--- src/rtl/ckrs_lane.sv ---
// one channel of the cross kernel: gain*centre minus four neighbors, clamped
module ckrs_lane (
    input  logic [3:0] gain,
    input  logic [7:0] centre,
    input  logic [7:0] left,
    input  logic [7:0] right,
    input  logic [7:0] up,
    input  logic [7:0] down,
    output logic [7:0] result
);

    logic [11:0] prod;
    logic [9:0]  neigh_sum;
    logic [12:0] diff;

    always_comb
    begin
        prod      = 12'(gain) * 12'(centre);
        neigh_sum = 10'(left) + 10'(right) + 10'(up) + 10'(down);
        diff      = {1'b0, prod} - {3'b000, neigh_sum};
        if (diff[12])
        begin
            result = 8'd0;
        end
        else if (|diff[11:8])
        begin
            result = 8'd255;
        end
        else
        begin
            result = diff[7:0];
        end
    end

endmodule

--- config.mk ---
export PLATFORM = sky130hd
export DESIGN_NAME = ckrs_lane
export DESIGN_NICKNAME = d
export VERILOG_FILES = /design/src/rtl/ckrs_lane.sv
export SDC_FILE = /design/constraint.sdc
export NUM_CORES = 1
export LEC_CHECK = 0
export BUFFER_PORTS_ARGS = -buffer_cell sky130_fd_sc_hd__clkbuf_2
export CELL_PAD_IN_SITES_DETAIL_PLACEMENT = 2
export CELL_PAD_IN_SITES_GLOBAL_PLACEMENT = 2
export CORE_UTILIZATION = 34
export DETAILED_ROUTE_END_ITERATION = 10
export PLACE_DENSITY_LB_ADDON = 0.3
export SETUP_SLACK_MARGIN = 0.4
export SYNTH_ARGS = -nofsm -noshare
export SYNTH_HDL_FRONTEND = slang
export SYNTH_SLANG_ARGS = --single-unit
--- constraint.sdc ---
create_clock -name vclk -period 7.1
set_input_delay 1.065 -clock vclk [all_inputs]
set_output_delay 1.065 -clock vclk [all_outputs]
set_load 0.1 [all_outputs]
# [Word level (Yosys, flattened, before mapping)]
# Index checks and enable logic that the tools add are counted.
[totals] regBits=0 elab_cells=8 out_inout_bits=8 inputBits=44
[op_classes] multipliers=1 reduce_logical=1 addsub=4 muxes=2
[op_table] cell="$mux W8" n=2
[op_table] cell="$sub A12 B10 Y13" n=1
[op_table] cell="$mul A4 B8 Y12" n=1
[op_table] cell="$add A10 B8 Y10" n=1
[op_table] cell="$add A9 B8 Y10" n=1
[op_table] cell="$add A8 B8 Y9" n=1
[op_table] cell="$reduce_or A4 Y1" n=1

# [Longest topological paths before layout]
# Gate-level depths: netlist (run 1).
[depth] ltp_word=7 depth_mapped=15 ltp_nobuf=15

# [Worst setup path before layout (run 1)]
# Ideal clock, no wire load.
[synth_timing] kind="input to output" startpoint="input port gain[2]" endpoint="output port result[0]" cell_stages=14 arrival_ns=6.439 setup_slack_ns=-0.404 required_ns=6.035 path_cell_list="and2_1 > fa_1 > fa_1 > inv_1 > fa_1 > fa_1 > inv_1 > ha_1 > fa_1 > and3_4 > o2111a_1 > nor4_1 > a2111oi_4 > a41oi_1"
[synth_between] elab_chain_cells=5
[synth_rtl] element="start: declaration" line="3" source="input logic [3:0] gain,"
[synth_rtl] element="$mul A4 B8 Y12 *" line="18" source="prod = 12'(gain) * 12'(centre);"
[synth_rtl] element="$sub A12 B10 Y13 *" line="20" source="diff = {1'b0, prod} - {3'b000, neigh_sum};"
[synth_rtl] element="$reduce_or A4 Y1" line="25" source="else if (|diff[11:8])"
[synth_rtl] element="$mux W8" line="25"
[synth_rtl] element="$mux W8 *" line="21" source="if (diff[12])"
[synth_rtl] element="end: declaration" line="9" source="output logic [7:0] result"
# Every way passes the cells marked *; elsewhere a longest branch is shown, timed or not.

# [Worst setup path after layout (run 1)]
[layout_timing] startpoint="input port gain[2]" endpoint="output port result[5]"
# Same word-level chain as after synthesis.

==> results.md, run 1 <==
- CP max-delay cell: fa_1
- Die X: 80.6 um
- Synth cell types: 39
- Worst-path cell chain: clkbuf_4, and2_4, fa_1, fa_1, inv_1, fa_1, fa_1, inv_1, ha_2, fa_2, and3_4, o2111a_2, o311a_1, a2111oi_4, buf_12, a41oi_4, buf_12
- Detailed Route Iter0 Violations: 16
- Slowest stage delay, CP: about 0.5 ns
- Synth Cell Area: 2100 um2
- Synthesis-to-layout area growth: 37.2%
- Arr. time, crit path: 5.50 ns
- First-pass GRT wire length: 10,300 um
- Setup violations, final: 0
- Synth cell count leaders: 75 x inv_1, 44 x fa_1, 23 x ha_1
- Antenna viol nets, final: 0
- Syn nets: 344
- Worst setup EP type: output port
- Crit start category: primary input
- Fmax: 152 MHz
- Met1 wire length: 2270 um
- Synth Area in XOR/XNOR: 0.0167
- Routed wire length: 6200 um
- Area occupied by multi-input gates: 2050 um2
- Seq/Total Area, Yosys: 0
- Largest net degree at the start of global routing: 9
- Synth Area in Compound Gates: 0.122
- CP delay by family, top: adder cells
- DPL Wire Length: about 5500 um
- Worst EP required: about 6.0 ns
- Buf/Inv on CP: 5
- WL/cell: approximately 17 um
- Status: finished, final reports clean
- Post-Synth Simple-Gate Area: 0.155
- CTS Hold Bufs: 0
- IO Pins: 52
- RSZ-0062 raised after global routing: false
- Slew Limit Fails: 0
- Final hold vios: 0
- Vias: 1,854
- Initial antenna violation count: 0
- Max-Cap Viols: 0
- Multiplexer share of the synthesized area: 0.0155
- Critical path peak fanout: 8
- Post-Syn Instances: approximately 230
- Initial core utilization: 0.353
- Layout net count: 404
- Top sig layer: met4
- Filler instances: 662
- Routed wl met2: ~3700 um
- Sequential cell count: 0
- CORE AREA: 5960 um2
- CLK BUF: 0
- Synth area leader: fa_1
- Ys Warns: 0
- Core Util, Final: 0.484
- I/O Buffers: 52
- Synth area leaders: fa_1 42%, ha_1 14%, inv_1 13%
- # diodes: 0
- Sequential cell area: 0 um2
- Via density: 5.07
- Synth top area share: 0.420
- RePlAce Congestion: roughly 0.78
- Die outline area: approximately 6500 um2
- Worst-Margin Slew: 0.427 ns
- Syn Area/Cell: 9.01 um2
- Post-synthesis adder-cell area fraction: 0.557
- Die Y: around 81 um
- Most frequent CP cell: fa_1
- Critical path type: in -> out
- Met3 wire len: 98 um
- DRT Pass-1 Iters: 4
- Layout cells sized above 1: 0.309
- FP Rows: 28
- Hold Path Class: in -> out
- Rel. slew slack: 0.714
- Final worst path period share: 0.925
- Overall Global Routing Usage: 0.208
- Main combinational cell family by area after synthesis: adder cells
- Fin crit period: roughly 6.6 ns
- DRC Markers: 0
- Grt ovf: 0
- Most numerous cell in the Yosys netlist: inv_1
- Vias in the first global route: 2,215
[routing by layer]
metal / vias to the layer above / global-route usage
met5: - / 0
met4: 0 / 0.0179
met3: 8 / 0.00227
met2: 34 / 0.453
met1: 960 / 0.222
li1: 852 / -
[cell usage in the layout (no fill, tap or decap), drive strengths merged, types with 3 or more instances in the layout]
cell type and n:
a41oi 8, and3 3, buf 15, inv 75, and2 20, fa 44
a21oi 5, ha 23, nand2 14, a21o 6, clkbuf 43
[metrics by stage]
step / hold WS, ns / std cells / TNS, ns / instance area (um2) / setup slack, ns
final: 2.90 / 366 / 0 / 2880 / 0.533
after global routing: 2.96 / 366 / 0 / 2880 / 0.392
after CTS: 2.90 / 366 / 0 / 2840 / 0.405
after detailed placement: 2.90 / 362 / -0.694 / 2760 / -0.105
after global placement: 2.89 / 362 / -0.135 / 2760 / -0.0209
after floorplan: 2.90 / 233 / 0 / 2270 / 0.401
[what timing repair did]
item,in CTS,in global routing
cloned,0,0
endpoints found under the setup margin,8,8
setup buffers,4,0
gates resized for setup,7,12
pin swaps,4,1
[final cells by class]
| cell class | instances | share of cell area |
|---|---|---|
| timing repair buffer | 58 | 0.158 |
| tap | 75 | 0.0326 |
| inverter | 75 | 0.0977 |
| multi-input combinational | 158 | 0.711 |
[path summary, 6_finish.rpt]
| kind | start | endpoint | slack [ns] | depth (start not counted) |
|---|---|---|---|---|
| worst min-delay path | left[0] | result[0] | 2.90 | 7 |
| worst max-delay path | gain[2] | result[5] | 0.53 | 17 |
[kinds of logic after synthesis]
| family | count (synthesis) |
|---|---|
| compound gates | 30 |
| xor+xnor | 4 |
| mux | 3 |
| buf+inv | 75 |
| fa+ha+maj | 67 |
| simple gates | 54 |
Power of run 1 is not shown: default switching activity piles up to over one toggle a cycle in this logic, so the estimate is an artifact.
==> inputs of run 2 (changes only) <==
--- a/config.mk
+++ b/config.mk
@@ -8,7 +8,7 @@
 export BUFFER_PORTS_ARGS = -buffer_cell sky130_fd_sc_hd__clkbuf_2
 export CELL_PAD_IN_SITES_DETAIL_PLACEMENT = 2
 export CELL_PAD_IN_SITES_GLOBAL_PLACEMENT = 2
-export CORE_UTILIZATION = 34
+export CORE_UTILIZATION = 25
 export DETAILED_ROUTE_END_ITERATION = 10
 export PLACE_DENSITY_LB_ADDON = 0.3
 export SETUP_SLACK_MARGIN = 0.4
==> run 2 against run 1 <==
Non-clock buffer count fell by 1; cell area rose by 0.52%; sequential share of layout area did not move; largest cell class unchanged; utilization fell by 13 points; via count fell by 3.5%; sequential cell count did not move; critical path depth fell by 2; die area rose by 35%.
==> results.md, run 2 (same netlist as run 1, synthesis figures left out) <==
- Synthesis-to-layout area growth: 38.0% (was 37.2%)
- Layout net count: 403 (was 404)
- Initial antenna violation count: 0 (unchanged)
- Rel. slew slack: 0.791 (was 0.714)
- Worst setup endpoint: result[0] (was result[5])
- Die X: 93.6 um (was 80.6 um)
- Vias in the first global route: 2,039 (was 2,215)
- Hold depth: 7 (unchanged)
- Arr. time, crit path: 5.48 ns (was 5.50 ns)
- Stages on worst setup path: 15 (was 17)
- Grt ovf: 0 (unchanged)
- DRT Pass-1 Iters: 3 (was 4)
- Placed inst area: 2810 um2 (was 2760 um2)
- WL/cell: 12.7 um (was 16.9 um)
- Routed wire length: 5010 um (was 6200 um)
- Die Y: 93.6 um (was 80.6 um)
- Die outline area: 8770 um2 (was 6490 um2)
- RePlAce Congestion: 0.717 (was 0.783)
- Post-Route Setup TNS: 0 ns (unchanged)
- CLK BUF: 0 (unchanged)
- Slew Limit Fails: 0 (unchanged)
- Worst setup EP type: output port (unchanged)
- Final hold vios: 0 (unchanged)
- IO Pins: 52 (unchanged)
- Setup violations, final: 0 (unchanged)
- Detailed Route Iter0 Violations: 23 (was 16)
- Slowest stage delay, CP: 0.55 ns (was 0.50 ns)
- Largest net degree at the start of global routing: 9 (unchanged)
- Leading cell type in the layout, fill and taps excluded: inv_1 (unchanged)
- Critical path peak fanout: 8 (unchanged)
- Worst-Margin Slew: 0.311 ns (was 0.427 ns)
- Hold Path Class: in -> out (unchanged)
- Sequential cell area: 0 um2 (unchanged)
- Final worst path period share: 0.922 (was 0.925)
- Most frequent cells in the layout: 75 x inv_1, 43 x fa_1, 43 x clkbuf_2 (was 75 x inv_1, 42 x fa_1, 42 x clkbuf_2)
- Max-Cap Viols: 0 (unchanged)
- Vias: 1,789 (was 1,854)
- First-pass GRT wire length: 8960 um (was 10,300 um)
- Via density: 4.53 (was 5.07)
- # diodes: 0 (unchanged)
- CORE AREA: 8180 um2 (was 5960 um2)
- Initial core utilization: 0.257 (was 0.353)
- DPL Wire Length: 4790 um (was 5460 um)
- Critical path type: in -> out (unchanged)
- RSZ-0062 raised after global routing: false (unchanged)
- CTS Hold Bufs: 0 (unchanged)
- Fin crit period: 6.54 ns (was 6.57 ns)
- I/O Buffers: 52 (unchanged)
- CP delay by family, top: adder cells (unchanged)
- Sequential cell count: 0 (unchanged)
- FP Rows: 33 (was 28)
- CP max-delay cell: fa_1 (unchanged)
- Status: finished, final reports clean (unchanged)
- Buf/Inv on CP: 4 (was 5)
- Most frequent CP cell: fa_1 (unchanged)
- Crit start category: primary input (unchanged)
- Layout cells sized above 1: 0.297 (was 0.309)
- Fin area: 2900 um2 (was 2880 um2)
- DRC Markers: 0 (unchanged)
- Critical path launch point: gain[2] (unchanged)
- Worst-path cell chain: clkbuf_4, and2_1, fa_1, inv_1, fa_1, fa_1, inv_1, fa_1, ha_2, and2_2, nand3_1, and4b_1, a211o_4, a41oi_4, buf_12 (was clkbuf_4, and2_4, fa_1, fa_1, inv_1, fa_1, fa_1, inv_1, ha_2, fa_2, and3_4, o2111a_2, o311a_1, a2111oi_4, buf_12, a41oi_4, buf_12)
- Overall Global Routing Usage: 0.127 (was 0.208)
- Worst EP required: 6.03 ns (about the same)
- Fmax: 153 MHz (was 152 MHz)
- Antenna viol nets, final: 0 (unchanged)
run 2: cell type report:
cell class | count | area (um2)
fillers | 944 | 5280
inverters | 75 | 282
well taps | 105 | 131
repair buffers | 57 | 440
multi-input cells | 158 | 2040
run 2: layer usage:
| layer | part of all wire | track usage | up-vias | routed length [um] |
|---|---|---|---|---|
| met2 | 0.57 | 0.263 | 25 | 2830 |
| li1 | - | - | 851 | - |
| met5 | 0 | 0 | - | 0 |
| met1 | 0.41 | 0.154 | 913 | 2060 |
| met4 | 0 | 0 | 0 | 0 |
| met3 | 0.024 | 0.00163 | 0 | 122 |
run 2: worst min-delay path by stage:
stage	end	startpoint	slack (ns)
detailed placement	result[0]	left[0]	2.90
floorplan	result[0]	gain[0]	2.90
global route	result[0]	left[0]	2.94
global placement	result[0]	left[0]	2.90
finish	result[0]	left[0]	2.89
CTS	result[0]	left[0]	2.90
run 2: through the flow:
step | utilization | std cells | hold WS [ns] | setup slack (ns)
6_report | 0.354 | 395 | 2.89 | 0.557
5_1_grt | 0.354 | 395 | 2.94 | 0.409
4_1_cts | 0.349 | 395 | 2.90 | 0.419
3_5_place_dp | 0.344 | 394 | 2.90 | 0.00988
3_3_place_gp | 0.344 | 394 | 2.90 | 0.0732
2_1_floorplan | - | 233 | 2.90 | 0.401
run 2: what timing repair did:
action	4_1_cts	5_1_grt
cloned	0	0
hold endpoints to repair	0	0
pin swaps	1	2
buffers inserted	1	0
endpoints found under the setup margin	8	8
resized for setup	5	11
Power of run 2 is left out for the same reason.
